===== config.mk =====
export PLATFORM = sky130hd
export DESIGN_NAME = calendar_date_difference_core
export DESIGN_NICKNAME = d
export VERILOG_FILES = /design/src/rtl/cdd_pkg.sv /design/src/rtl/calendar_date_difference_core.sv /design/src/rtl/cdd_date_eval.sv
export SDC_FILE = /design/constraint.sdc
export NUM_CORES = 1
export LEC_CHECK = 0
export BUFFER_PORTS_ARGS = -buffer_cell sky130_fd_sc_hd__buf_2
export CAP_MARGIN = 20
export CELL_PAD_IN_SITES_DETAIL_PLACEMENT = 0
export CELL_PAD_IN_SITES_GLOBAL_PLACEMENT = 1
export CORE_AREA = 3 3 197 237
export DETAILED_ROUTE_END_ITERATION = 7
export DIE_AREA = 0 0 200 240
export GPL_TIMING_DRIVEN = 1
export MAX_ROUTING_LAYER = met4
export PLACE_DENSITY_LB_ADDON = 0.1
export SETUP_SLACK_MARGIN = 0.1
export SYNTH_ARGS = -nofsm -noshare
export SYNTH_HDL_FRONTEND = slang
export SYNTH_SLANG_ARGS = --single-unit

===== constraint.sdc =====
create_clock -name clk -period 10.9 [get_ports clk]
set_clock_uncertainty 0.15 [all_clocks]
set_input_delay 1.09 -clock clk [delete_from_list [all_inputs] [get_ports clk]]
set_output_delay 1.09 -clock clk [all_outputs]
set_load 0.01 [all_outputs]

===== src/rtl/cdd_pkg.sv =====
// Shared types, codes and calendar tables for the date difference core.
package cdd_pkg;

	typedef logic [2:0] validity_t;

	localparam validity_t VAL_OK       = 3'd0;
	localparam validity_t VAL_YEAR     = 3'd1;
	localparam validity_t VAL_MONTH    = 3'd2;
	localparam validity_t VAL_LEAP_FEB = 3'd3;
	localparam validity_t VAL_DAY      = 3'd4;

	localparam logic REG_WIN_LOW  = 1'b0;
	localparam logic REG_WIN_HIGH = 1'b1;

	localparam int FIELD_W = 7;
	localparam int KEY_W   = 21;
	localparam int DBY_W   = 16;
	localparam int DOY_W   = 9;
	localparam int SUM_W   = 17;
	localparam int DIFF_W  = 17;

	// Per-date results of the first stage.
	typedef struct packed {
		logic [KEY_W-1:0] key;
		logic [DBY_W-1:0] dby;
		logic [DOY_W-1:0] doy;
		logic             month_ok;
		validity_t        code;
	} date_info_t;

	// Days in a month of a common year; month 1..12.
	function automatic logic [4:0] month_len(input logic [3:0] m);
		logic [4:0] r;
		case (m)
			4'd2: r = 5'd28;
			4'd4, 4'd6, 4'd9, 4'd11: r = 5'd30;
			default: r = 5'd31;
		endcase
		return r;
	endfunction

	// Days before the first of a month in a common year.
	function automatic logic [DOY_W-1:0] cum_days(input logic [3:0] m);
		logic [DOY_W-1:0] r;
		case (m)
			4'd1:  r = 9'd0;
			4'd2:  r = 9'd31;
			4'd3:  r = 9'd59;
			4'd4:  r = 9'd90;
			4'd5:  r = 9'd120;
			4'd6:  r = 9'd151;
			4'd7:  r = 9'd181;
			4'd8:  r = 9'd212;
			4'd9:  r = 9'd243;
			4'd10: r = 9'd273;
			4'd11: r = 9'd304;
			4'd12: r = 9'd334;
			default: r = 9'd0;
		endcase
		return r;
	endfunction

endpackage


===== src/rtl/calendar_date_difference_core.sv =====
// Top level: three-stage pipeline computing day difference and validity of two dates.
//
// Channel   Dir  Width  Contents
// s_axis    in   48     request: begin/end year, month, day (7 bits each)
// m_axis    out  24     day_difference, begin_validity, end_validity
// cfg       in   7      year window low (index 0) / high (index 1)
//
// One request per cycle is sustained while the output does not stall.
// Stage 1 evaluates each date (keys, days before year, day of year, codes),
// stage 2 compares keys and forms per-date day totals, stage 3 subtracts and selects.
// Each stage advances when it is empty or the next one moves, so bubbles fill while
// the output stalls and no request is lost or repeated.
// arst_n clears the stage valid bits and loads the window registers with 15 and 99.
module calendar_date_difference_core import cdd_pkg::*; (
	input  logic                clk,
	input  logic                arst_n,
	input  logic                s_axis_tvalid,
	output logic                s_axis_tready,
	// begin_year[6:0], begin_month[13:7], begin_day[20:14],
	// end_year[27:21], end_month[34:28], end_day[41:35], zero[47:42]
	input  logic [47:0]         s_axis_tdata,
	output logic                m_axis_tvalid,
	input  logic                m_axis_tready,
	// day_difference[16:0], begin_validity[19:17], end_validity[22:20], zero[23]
	output logic [23:0]         m_axis_tdata,
	input  logic                cfg_wen,
	input  logic                cfg_addr,
	input  logic [FIELD_W-1:0]  cfg_wdata
);

	// Year window registers.
	logic [FIELD_W-1:0] win_lo_q;
	logic [FIELD_W-1:0] win_hi_q;

	always_ff @(posedge clk or negedge arst_n) begin
		if (!arst_n) begin
			win_lo_q <= 7'd15;
			win_hi_q <= 7'd99;
		end else if (cfg_wen) begin
			case (cfg_addr)
				REG_WIN_LOW:  win_lo_q <= cfg_wdata;
				REG_WIN_HIGH: win_hi_q <= cfg_wdata;
				default: ;
			endcase
		end
	end

	// Stage advance chain.
	logic valid_s1, valid_s2, valid_s3;
	logic adv1, adv2, adv3;

	assign adv3 = !valid_s3 || m_axis_tready;
	assign adv2 = !valid_s2 || adv3;
	assign adv1 = !valid_s1 || adv2;
	assign s_axis_tready = adv1;

	// Stage 1: per-date evaluation.
	date_info_t info_b, info_e;
	date_info_t info_b_s1, info_e_s1;

	cdd_date_eval u_eval_begin (
		.year   (s_axis_tdata[6:0]),
		.month  (s_axis_tdata[13:7]),
		.day    (s_axis_tdata[20:14]),
		.win_lo (win_lo_q),
		.win_hi (win_hi_q),
		.info   (info_b)
	);

	cdd_date_eval u_eval_end (
		.year   (s_axis_tdata[27:21]),
		.month  (s_axis_tdata[34:28]),
		.day    (s_axis_tdata[41:35]),
		.win_lo (win_lo_q),
		.win_hi (win_hi_q),
		.info   (info_e)
	);

	always_ff @(posedge clk or negedge arst_n) begin
		if (!arst_n) begin
			valid_s1 <= 1'b0;
		end else if (adv1) begin
			valid_s1 <= s_axis_tvalid;
		end
	end

	always_ff @(posedge clk) begin
		if (adv1 && s_axis_tvalid) begin
			info_b_s1 <= info_b;
			info_e_s1 <= info_e;
		end
	end

	// Stage 2: key order and day totals since 1 Jan 2000.
	logic             gt_s2, eq_s2, mok_s2;
	logic [SUM_W-1:0] sum_b_s2, sum_e_s2;
	validity_t        code_b_s2, code_e_s2;

	always_ff @(posedge clk or negedge arst_n) begin
		if (!arst_n) begin
			valid_s2 <= 1'b0;
		end else if (adv2) begin
			valid_s2 <= valid_s1;
		end
	end

	always_ff @(posedge clk) begin
		if (adv2 && valid_s1) begin
			gt_s2     <= info_b_s1.key > info_e_s1.key;
			eq_s2     <= info_b_s1.key == info_e_s1.key;
			mok_s2    <= info_b_s1.month_ok && info_e_s1.month_ok;
			sum_b_s2  <= SUM_W'(info_b_s1.dby) + SUM_W'(info_b_s1.doy);
			sum_e_s2  <= SUM_W'(info_e_s1.dby) + SUM_W'(info_e_s1.doy);
			code_b_s2 <= info_b_s1.code;
			code_e_s2 <= info_e_s1.code;
		end
	end

	// Stage 3: subtract and pick the result.
	logic [SUM_W-1:0]       delta;
	logic [DIFF_W-1:0]      diff_sel;
	logic [DIFF_W-1:0]      diff_s3;
	validity_t              code_b_s3, code_e_s3;

	// wraps modulo 2^17, which is the two's complement difference
	assign delta = sum_e_s2 - sum_b_s2;

	always_comb begin
		if (!mok_s2) begin
			diff_sel = '0;                 // a month outside 1..12
		end else if (gt_s2) begin
			diff_sel = '1;                 // begin after end: -1
		end else if (eq_s2) begin
			diff_sel = '0;
		end else begin
			diff_sel = delta[DIFF_W-1:0];
		end
	end

	always_ff @(posedge clk or negedge arst_n) begin
		if (!arst_n) begin
			valid_s3 <= 1'b0;
		end else if (adv3) begin
			valid_s3 <= valid_s2;
		end
	end

	always_ff @(posedge clk) begin
		if (adv3 && valid_s2) begin
			diff_s3   <= diff_sel;
			code_b_s3 <= code_b_s2;
			code_e_s3 <= code_e_s2;
		end
	end

	assign m_axis_tvalid = valid_s3;
	assign m_axis_tdata  = {1'b0, code_e_s3, code_b_s3, diff_s3};

	// A request taken always lands in stage 1.
	a_accept_fills_s1: assert property (@(posedge clk) disable iff (!arst_n)
		s_axis_tvalid && s_axis_tready |=> valid_s1)
		else $error("accepted request missing from stage 1");

	// A blocked stage 2 keeps its contents.
	a_s2_hold: assert property (@(posedge clk) disable iff (!arst_n)
		valid_s2 && !adv3 |=> valid_s2 && $stable(sum_e_s2) && $stable(sum_b_s2))
		else $error("stage 2 changed while blocked");

	// Bad month forces a zero difference in the next stage.
	a_bad_month_zero: assert property (@(posedge clk) disable iff (!arst_n)
		valid_s2 && adv3 && !mok_s2 |=> diff_s3 == '0)
		else $error("bad month did not give zero difference");

	// Codes stay in the defined set.
	a_code_range: assert property (@(posedge clk) disable iff (!arst_n)
		valid_s3 |-> code_b_s3 <= VAL_DAY && code_e_s3 <= VAL_DAY)
		else $error("validity code out of range");

endmodule


===== src/rtl/cdd_date_eval.sv =====
// First-stage evaluation of one date: sort key, day counts and validity code.
module cdd_date_eval import cdd_pkg::*; (
	input  logic [FIELD_W-1:0] year,
	input  logic [FIELD_W-1:0] month,
	input  logic [FIELD_W-1:0] day,
	input  logic [FIELD_W-1:0] win_lo,
	input  logic [FIELD_W-1:0] win_hi,
	output date_info_t         info
);

	logic             leap;
	logic             month_ok;
	logic [DBY_W-1:0] leaps_before;
	validity_t        code;

	// Year 2000+off: 2000 is leap, 2100 is not.
	assign leap     = (year[1:0] == 2'b00) && (year != 7'd100);
	assign month_ok = (month >= 7'd1) && (month <= 7'd12);

	// Leap years in 2000 .. 2000+off-1.
	assign leaps_before = DBY_W'((8'(year) + 8'd3) >> 2) - DBY_W'(year >= 7'd101);

	always_comb begin
		if (year > win_hi || year < win_lo) begin
			code = VAL_YEAR;
		end else if (!month_ok) begin
			code = VAL_MONTH;
		end else if (month == 7'd2 && leap) begin
			code = (day > 7'd29 || day == '0) ? VAL_LEAP_FEB : VAL_OK;
		end else if (day > 7'(month_len(month[3:0])) || day == '0) begin
			code = VAL_DAY;
		end else begin
			code = VAL_OK;
		end
	end

	assign info.key = KEY_W'(year) * KEY_W'(10000) + KEY_W'(month) * KEY_W'(100)
		+ KEY_W'(day);
	assign info.dby = DBY_W'(DBY_W'(year) * DBY_W'(365)) + leaps_before;
	assign info.doy = DOY_W'(day) + cum_days(month[3:0])
		+ DOY_W'(leap && month >= 7'd3);
	assign info.month_ok = month_ok;
	assign info.code     = code;

endmodule


==> results of run 1 <==
==> routing by layer <==
layer | wire [um] | vias to the layer above | share of wire, % | GRT usage [%]
li1 | - | 6787 | - | -
met4 | 886 | 0 | 2.0 | 5.35
met5 | 0 | - | 0 | -
met3 | 849 | 41 | 2.0 | 2.16
met2 | 21600 | 130 | 50 | 32.4
met1 | 20000 | 6235 | 46 | 24.3
==> worst reg2reg max path: cells and delay by family (launching register included) <==
kind	cells	cell delay [ps]
flops	1	370
compound gates	6	1260
fa+ha+maj	2	570
buf+inv	2	110
simple gates	1	390
==> flip-flops by register name, summed over array words and instances, names as in the netlist, 7 cells and up <==
name	cells
sum_b_s2	17
diff_s3	17
win_hi_q	7
sum_e_s2	17
info_b_s1	50
info_e_s1	50
win_lo_q	7
==> logic make-up after synthesis <==
| kind of cell | after synthesis | share of synthesized area [%] |
|---|---|---|
| compound gates | 384 | 13.1 |
| fa+ha+maj | 468 | 34.3 |
| buf+inv | 344 | 6.84 |
| flops | 183 | 28.5 |
| simple gates | 361 | 9.29 |
| xor+xnor | 142 | 6.53 |
| other cells | 1 | 0.0197 |
| mux | 24 | 1.40 |
==> Yosys cell counts (11+ instances only) <==
| library cell | count | area (um^2) |
|---|---|---|
| ha_1 | 377 | 4720 |
| inv_1 | 329 | 1230 |
| edfxtp_1 | 166 | 4980 |
| xnor2_1 | 114 | 998 |
| a21oi_1 | 100 | 500 |
| nor2_1 | 97 | 364 |
| o21ai_0 | 97 | 485 |
| fa_1 | 91 | 1820 |
| nand2_1 | 86 | 323 |
| a21o_1 | 41 | 308 |
| nand3_1 | 35 | 175 |
| o21a_1 | 34 | 255 |
| xor2_1 | 28 | 245 |
| nand2b_1 | 26 | 163 |
| nor2b_1 | 25 | 156 |
| nor3_1 | 23 | 115 |
| and2_1 | 13 | 81.3 |
| o21bai_1 | 13 | 97.6 |
| a211oi_1 | 12 | 90.1 |
| clkbuf_1 | 12 | 45.0 |
| mux2i_1 | 12 | 120 |
| a31oi_1 | 11 | 68.8 |
| mux2_2 | 11 | 124 |
| nand4_1 | 11 | 68.8 |
| o31ai_1 | 11 | 82.6 |
==> cell type report <==
cell class,count,area (um^2)
multi-input cells,1380,12300
fillers,4270,24000
repair buffers,82,430
flip-flops and latches,183,5420
inverters,329,1230
clock inverters,15,213
clock buffers,17,425
well taps,609,762
==> stage by stage <==
step	instances	hold slack [ps]	setup slack [ps]	instance area, um^2
after detailed placement	2582	257	3750	20200
after global routing	2615	277	3960	20800
final	2615	262	4270	20800
after global placement	2582	254	3820	20200
after CTS	2614	270	4260	20800
after floorplan	1907	250	4650	19000
==> power groups by stage <==
stage | Clock, mW | Combinational, mW | Sequential [mW]
floorplan | 0 | 1.99 | 1.19
finish | 0.676 | 2.55 | 1.20
global route | 0.722 | 2.91 | 1.22
detailed placement | 0 | 2.56 | 1.22
global placement | 0 | 2.53 | 1.21
CTS | 0.698 | 2.58 | 1.20
==> final timing paths <==
kind,start,end,slack [ps],cells past startpoint
setup / recovery,s_axis_tdata[22],info_e_s1[27],4270,26
hold / removal,code_e_s2[1],code_e_s3[1],260,0
setup reg to reg,sum_e_s2[0],diff_s3[16],7890,11
hold reg to reg,code_e_s2[1],code_e_s3[1],260,0
max in group asynchronous,arst_n,win_lo_q[1],9820,1
min in group asynchronous,arst_n,valid_s1,420,1
==> flow_metrics.tcl, run 1 <==
set metrics [dict create \
    status "finished clean" \
    tns_ps 0 \
    drc 0 \
    root_buffer "clkbuf_16" \
    setup_violations 0 \
    routedWlPerCell_um 16.6 \
    cap_violations 0 \
    path_buf_inv 4 \
    final_max_slew_viol_count 0 \
    grt_pass1_wl_um 69700 \
    tightest_slew_ps 925 \
    synthArstFlopShare_pct 9.29 \
    firstDrtPassIters 4 \
    syn_inst 1907 \
    min-delay-path-class "reg -> reg" \
    switching_power_mw 1.79 \
    ys_seq_area_share_pct 28.5 \
    dieArea_um2 48000 \
    cts_hold_buf 0 \
    clock_latency_ps 450 \
    mappedNetlistArea_um2 19000 \
    hold_viol 0 \
    htreeDepth 4 \
    clock.fmax_ghz 0.151 \
    critPathMaxStageDelay_ps 530 \
    crit_top_cell "ha_1" \
    antenna_left 0 \
    hpwl_um 36300 \
    port_buffers 79 \
    ys_ff_latch 183 \
    overflow 0 \
    syn_to_final_growth_pct 9.28 \
    synth-edff-count 166 \
    drt_iter0_markers 529 \
    grtUsageTotal_pct 19.1 \
    leakage_nw 9.86 \
    grt_max_degree 72 \
    rows 85 \
    crit_required_ps 10950 \
    antenna_found_initial 0 \
    p_per_area_nw_per_um2 212 \
    layout.nets 2522 \
    pwr-share-seq_pct 27.1 \
    syn-num-nets 2436 \
    viasPerCell 5.05 \
    layout_commonest_cell "ha_1" \
    p_clk_share_pct 15.3 \
    synthDistinctLibCells 71 \
    diodes 0 \
    ys.flop_type "edfxtp_1" \
    die_x_um 200 \
    critPathTopFamily "adder cells" \
    gp_congestion 0.841 \
    fin_crit_sh_pct 60.9 \
    cp-end-kind "flip-flop" \
    wl_um 43400 \
    cts_setup_buffers 0 \
    finalPower_mw 4.42 \
    layout-drive-gt1-share_pct 7.68 \
    cp_max_fo 11 \
    synth_warnings 0 \
    path_clk_slew_ps 70 \
    cts_tree "yes" \
    core_um2 44800 \
    irDropWorstVdd_mv 0.130 \
    p_int_mw 2.63 \
    clockBufferDepth 2 \
    syn_area_per_cell_um2 9.99 \
    vias 13200 \
    io_pins 87 \
    arrival_ps 6680 \
    postLayoutCoreUtil_pct 46.5 \
    critPathKind "in -> reg" \
    cts_resized 0 \
    start_util_pct 42.5 \
    grt_pass1_vias 13400 \
    crit_slowest_cell "fa_1" \
    cts_sinks 183 \
    p_comb_share_pct 57.6 \
    worstSetupStartpointType "primary input" \
    slew_headroom_pct 38.3 \
    cts_buffers 17 \
    finalCriticalPeriod_ps 6630 \
    final_cell_mix "ha_1, inv_1, edfxtp_1" \
    rsz0062_at_grt "false" \
    die_h_um 240 \
    sw_frac_of_total_pct 40.6 \
]
(Power assumes the default switching activity.)
==> inputs of run 2 (changes only) <==
==> constraint.sdc (replaced) <==
create_clock -name clk -period 6.5 [get_ports clk]
set_clock_uncertainty 0.15 [all_clocks]
set_input_delay 0.65 -clock clk [delete_from_list [all_inputs] [get_ports clk]]
set_output_delay 0.65 -clock clk [all_outputs]
set_load 0.01 [all_outputs]
==> run 2 against run 1 <==
  * Global-route usage is 0.095 points higher
  * First-iteration DRC count is 6.0% higher
  * Combinational power is 68% higher
  * Register-to-register slack worse by 4400 ps
  * Final area is 0.70% higher
  * Clock power is 60% higher
  * Critical path depth stayed put
  * Critical path type unchanged
  * Critical endpoint unchanged
  * Highest routed layer unchanged
==> flow_metrics.tcl, run 2 (synthesized netlist as in run 1, its figures left out) <==
set metrics [dict create \
    status "finished clean" \
    viasPerCell 5.03 \
    hold_viol 0 \
    placed_cells 2603 \
    layout-drive-gt1-share_pct 8.68 \
    final_cell_mix "ha_1, inv_1, edfxtp_1" \
    worstSetupStartpointType "primary input" \
    rsz0062_at_grt "false" \
    gp_congestion 0.853 \
    core_um2 44800 \
    clock.fmax_ghz 0.174 \
    routedWlPerCell_um 16.5 \
    grt_pass1_wl_um 70000 \
    cts_resized 0 \
    cts_buffers 17 \
    rows 85 \
    top_regs "info_b_s1 x50, info_e_s1 x50" \
    leakage_nw 9.94 \
    path_clk_slew_ps 70 \
    arrival_ps 5780 \
    critPathKind "in -> reg" \
    layout.nets 2544 \
    dieArea_um2 48000 \
    die_h_um 240 \
    layout_commonest_cell "ha_1" \
    final_max_slew_viol_count 0 \
    min-delay-path-class "in -> reg" \
    irDropWorstVdd_mv 0.211 \
    port_buffers 79 \
    root_buffer "clkbuf_16" \
    clockBufferDepth 2 \
    vias 13300 \
    cts_tree "yes" \
    drt_iter0_markers 561 \
    antenna_found_initial 1 \
    crit_required_ps 6540 \
    fin_crit_sh_pct 88.2 \
    tightest_slew_ps 934 \
    die_x_um 200 \
    clock_latency_ps 450 \
    htreeDepth 4 \
    cts_sinks 183 \
    hpwl_um 36800 \
    fin_cells 2638 \
    cp-end-kind "flip-flop" \
    antenna_left 0 \
    firstDrtPassIters 5 \
    overflow 0 \
    p_per_area_nw_per_um2 353 \
    io_pins 87 \
    finalCriticalPeriod_ps 5740 \
    syn_to_final_growth_pct 10.0 \
    grt_max_degree 72 \
    start_util_pct 42.5 \
    wl_um 43600 \
    postLayoutCoreUtil_pct 46.8 \
    setup_violations 0 \
    grt_pass1_vias 13300 \
    tns_ps 0 \
    drc 0 \
    cap_violations 0 \
    grtUsageTotal_pct 19.2 \
    cts_setup_buffers 0 \
    cp_max_fo 6 \
    cts_hold_buf 1 \
    slew_headroom_pct 37.7 \
]
-- run 2: cell count changes in the layout (fill, tap and decap cells not counted), moves of 2 or more --
cell	delta
inv_8	+2
buf_4	+21
clkinvlp_4	+3
bufinv_16	-2
-- run 2: final timing paths --
path,start,to,slack (ps),cells past startpoint
worst max register to register,sum_e_s2[0],diff_s3[16],3530,11
max in group asynchronous,arst_n,win_hi_q[6],5340,2
min in group asynchronous,arst_n,valid_s1,520,2
worst max-delay path,s_axis_tdata[22],info_e_s1[27],760,26
worst min-delay path,s_axis_tvalid,valid_s1,260,2
worst min register to register,info_b_s1[1],code_b_s2[1],270,0
-- run 2: stage by stage --
step           worst slack [ps]  power [mW]  instance area (um^2)  hold slack (ps)
2_1_floorplan               693        5.33                 19000              204
3_3_place_gp                360        6.31                 20300              253
3_5_place_dp                266        6.37                 20300              255
4_1_cts                     756        7.50                 20900              223
5_1_grt                     360        8.13                 21000              235
6_report                    764        7.39                 21000              257
-- run 2: final cells by class --
type	count	area [um^2]
Antenna cell	1	2.50
Fill cell	4314	23800
Multi-Input combinational cell	1380	12300
Clock inverter	15	188
Timing Repair Buffer	104	598
Inverter	329	1230
Tap cell	609	762
Clock buffer	17	425
Sequential cell	183	5420
-- run 2: where the power goes --
group,internal [mW],total (mW),leakage [nW],switching (mW)
registers,1.87,2.02,1.80,0.147
clock network,0.584,1.08,0.291,0.499
logic,1.90,4.29,7.85,2.39
-- run 2: critical path, cell delays in order --
cell and delay, ps:
buf_2 170, inv_1 80, ha_1 200, a21o_1 220, nand2b_1 190, o21ai_0 170, o31ai_1 100, ha_1 240
ha_1 210, nand2_1 90, mux2i_1 190, a22oi_1 100, xnor2_1 150, ha_1 280, ha_1 280, inv_1 50
fa_1 520, inv_1 40, ha_1 330, nor2b_1 160, o21ai_2 120, a21boi_1 100, or4_1 440, a41o_1 270
a311oi_1 300, xnor2_1 110
-- run 2: layer usage --
metal | routed length [um] | track usage (%)
met1 | 19900 | 24.2
met2 | 21300 | 32.3
met3 | 1270 | 2.51
met4 | 1160 | 6.07
met5 | 0 | -
==> inputs of run 3 (changes only) <==
--- a/config.mk
+++ b/config.mk
@@ -5,6 +5,7 @@
 export SDC_FILE = /design/constraint.sdc
 export NUM_CORES = 1
 export LEC_CHECK = 0
+export ABC_CLOCK_PERIOD_IN_PS = 6500
 export BUFFER_PORTS_ARGS = -buffer_cell sky130_fd_sc_hd__buf_2
 export CAP_MARGIN = 20
 export CELL_PAD_IN_SITES_DETAIL_PLACEMENT = 0
@@ -15,6 +16,7 @@
 export GPL_TIMING_DRIVEN = 1
 export MAX_ROUTING_LAYER = met4
 export PLACE_DENSITY_LB_ADDON = 0.1
+export REMOVE_ABC_BUFFERS = 1
 export SETUP_SLACK_MARGIN = 0.1
 export SYNTH_ARGS = -nofsm -noshare
 export SYNTH_HDL_FRONTEND = slang
==> run 3 against run 2 <==
  * Worst hold slack gained 13 ps
  * Final area shrank 0.22%
  * Final cell count shrank 0.15%
  * Core utilization shrank 0.10 points
  * Non-clock buffer count shrank 3
  * Total power grew 0.14%
  * Count of clock-buffer cells in the layout grew 2
  * Largest cell class unchanged
==> flow_metrics.tcl, run 3 (synthesized netlist as in run 1, its figures left out) <==
set metrics [dict create \
    antenna_left 0 \
    firstDrtPassIters 5 \
    min_path_cells 0 \
    clockBufferDepth 2 \
    top_regs "info_b_s1 x50, info_e_s1 x50" \
    r2r_start "win_hi_q[1]" \
    routedWlPerCell_um 16.7 \
    start_util_pct 42.5 \
    crit_required_ps 6540 \
    hpwl_um 37400 \
    irDropWorstVdd_mv 0.247 \
    r2r_setup_slack_ps 3350 \
    fin_cells 2634 \
    grt_pass1_vias 13700 \
    r2r_end "info_b_s1[2]" \
    drt_iter0_markers 524 \
    place_area_um2 20300 \
    cap_violations 0 \
    fin_crit_sh_pct 91.1 \
    tns_ps 0 \
    status "finished clean" \
    setup_slack_ps 579 \
    cp_max_fo 5 \
    rows 85 \
    clock_latency_ps 450 \
    gp_congestion 0.882 \
    core_um2 44800 \
    final_cell_area_um2 20900 \
    finalCriticalPeriod_ps 5920 \
    drc 0 \
    die_h_um 240 \
    htreeDepth 4 \
    grt_pass1_wl_um 71300 \
    io_pins 87 \
    overflow 0 \
    path_clk_slew_ps 70 \
    dieArea_um2 48000 \
    final_max_slew_viol_count 0 \
    syn_to_final_growth_pct 9.80 \
    multiInputGateArea_um2 12300 \
    hold_start "info_e_s1[2]" \
    slew_headroom_pct 32.2 \
    final_cell_mix "ha_1, inv_1, edfxtp_1" \
    leakage_nw 9.91 \
    timing.hold.ws_ps 269 \
    grtUsageTotal_pct 19.6 \
    hold_viol 0 \
    rr_worst_depth 9 \
    rsz0062_at_grt "false" \
    cts_tree "yes" \
    cts_setup_buffers 0 \
    worstSetupStartpointType "primary input" \
    viasPerCell 5.06 \
    tightest_slew_ps 1020 \
    cts_sinks 183 \
    pre_cts_ws_ps 120 \
    layout-drive-gt1-share_pct 8.44 \
    setup_violations 0 \
    seq_area_um2 5420 \
    p_per_area_nw_per_um2 354 \
    arrival_ps 5960 \
    layout.nets 2541 \
    cts_resized 0 \
    antenna_found_initial 0 \
    cp-end-kind "flip-flop" \
    min-delay-path-class "reg -> reg" \
    die_x_um 200 \
    critPathKind "in -> reg" \
    layout_commonest_cell "ha_1" \
    port_buffers 79 \
    clock.fmax_ghz 0.169 \
    n_fill_cell 4295 \
    vias 13300 \
    cts_buffers 17 \
    grt_max_degree 76 \
    min_to "code_e_s2[2]" \
    diodes 0 \
    placed_cells 2601 \
    wl_um 44100 \
    root_buffer "clkbuf_16" \
]
[run 3: worst max-delay path by stage]
stage	slack (ps)	start	endpoint	cells after the start
after floorplan	740	s_axis_tdata[1]	info_b_s1[28]	23
after global placement	240	s_axis_tdata[22]	info_e_s1[27]	26
after detailed placement	120	s_axis_tdata[22]	info_e_s1[27]	26
after CTS	600	s_axis_tdata[22]	info_e_s1[27]	26
after global routing	140	s_axis_tdata[22]	info_e_s1[27]	26
final	580	s_axis_tdata[22]	info_e_s1[27]	26
[run 3: area by class of cell]
| type | count | area share (%) |
|---|---|---|
| multi-input combinational | 1380 | 58.9 |
| clock buffer | 19 | 2.07 |
| tap | 609 | 3.64 |
| inverter | 329 | 5.91 |
| timing repair buffer | 101 | 2.69 |
| sequential | 183 | 25.9 |
| clock inverter | 13 | 0.820 |
[run 3: critical path, cell delays in order]
cell and delay (ps):
buf_2 150, inv_1 140, ha_1 230, a21o_1 210, nand2b_1 190, o21ai_0 170
o31ai_1 110, ha_1 250, ha_1 250, nand2_1 110, o21ai_0 90, a22oi_1 240
xnor2_1 150, ha_1 260, ha_1 280, inv_1 50, fa_1 530, inv_1 40
ha_1 330, nor2b_1 150, o21ai_2 130, a21boi_1 120, or4_1 450, a41o_1 280
a311oi_1 300, xnor2_1 100
[run 3: layer usage]
layer	wire length, um	vias up	global-route usage, %	share of wire [%]
met5	0	-	-	0
met1	19700	6285	23.7	45
li1	-	6815	-	-
met2	22300	177	34.3	51
met3	893	49	2.24	2.0
met4	1120	0	5.82	2.5
[run 3: power breakdown]
part	internal [mW]	switching, mW
Clock	0.611	0.464
Combinational	1.89	2.41
Sequential	1.87	0.149
[run 3: metrics by stage]
step / power, mW / utilization [%]
global route: 8.14 / 46.7
finish: 7.40 / 46.7
detailed placement: 6.40 / 45.3
global placement: 6.35 / 45.3
CTS: 7.51 / 46.7
floorplan: 5.32 / -
[run 3: timing repair]
item	4_1_cts	5_1_grt
setup endpoints to repair	0	0
hold buffers	1	0
hold endpoints to repair	9	0
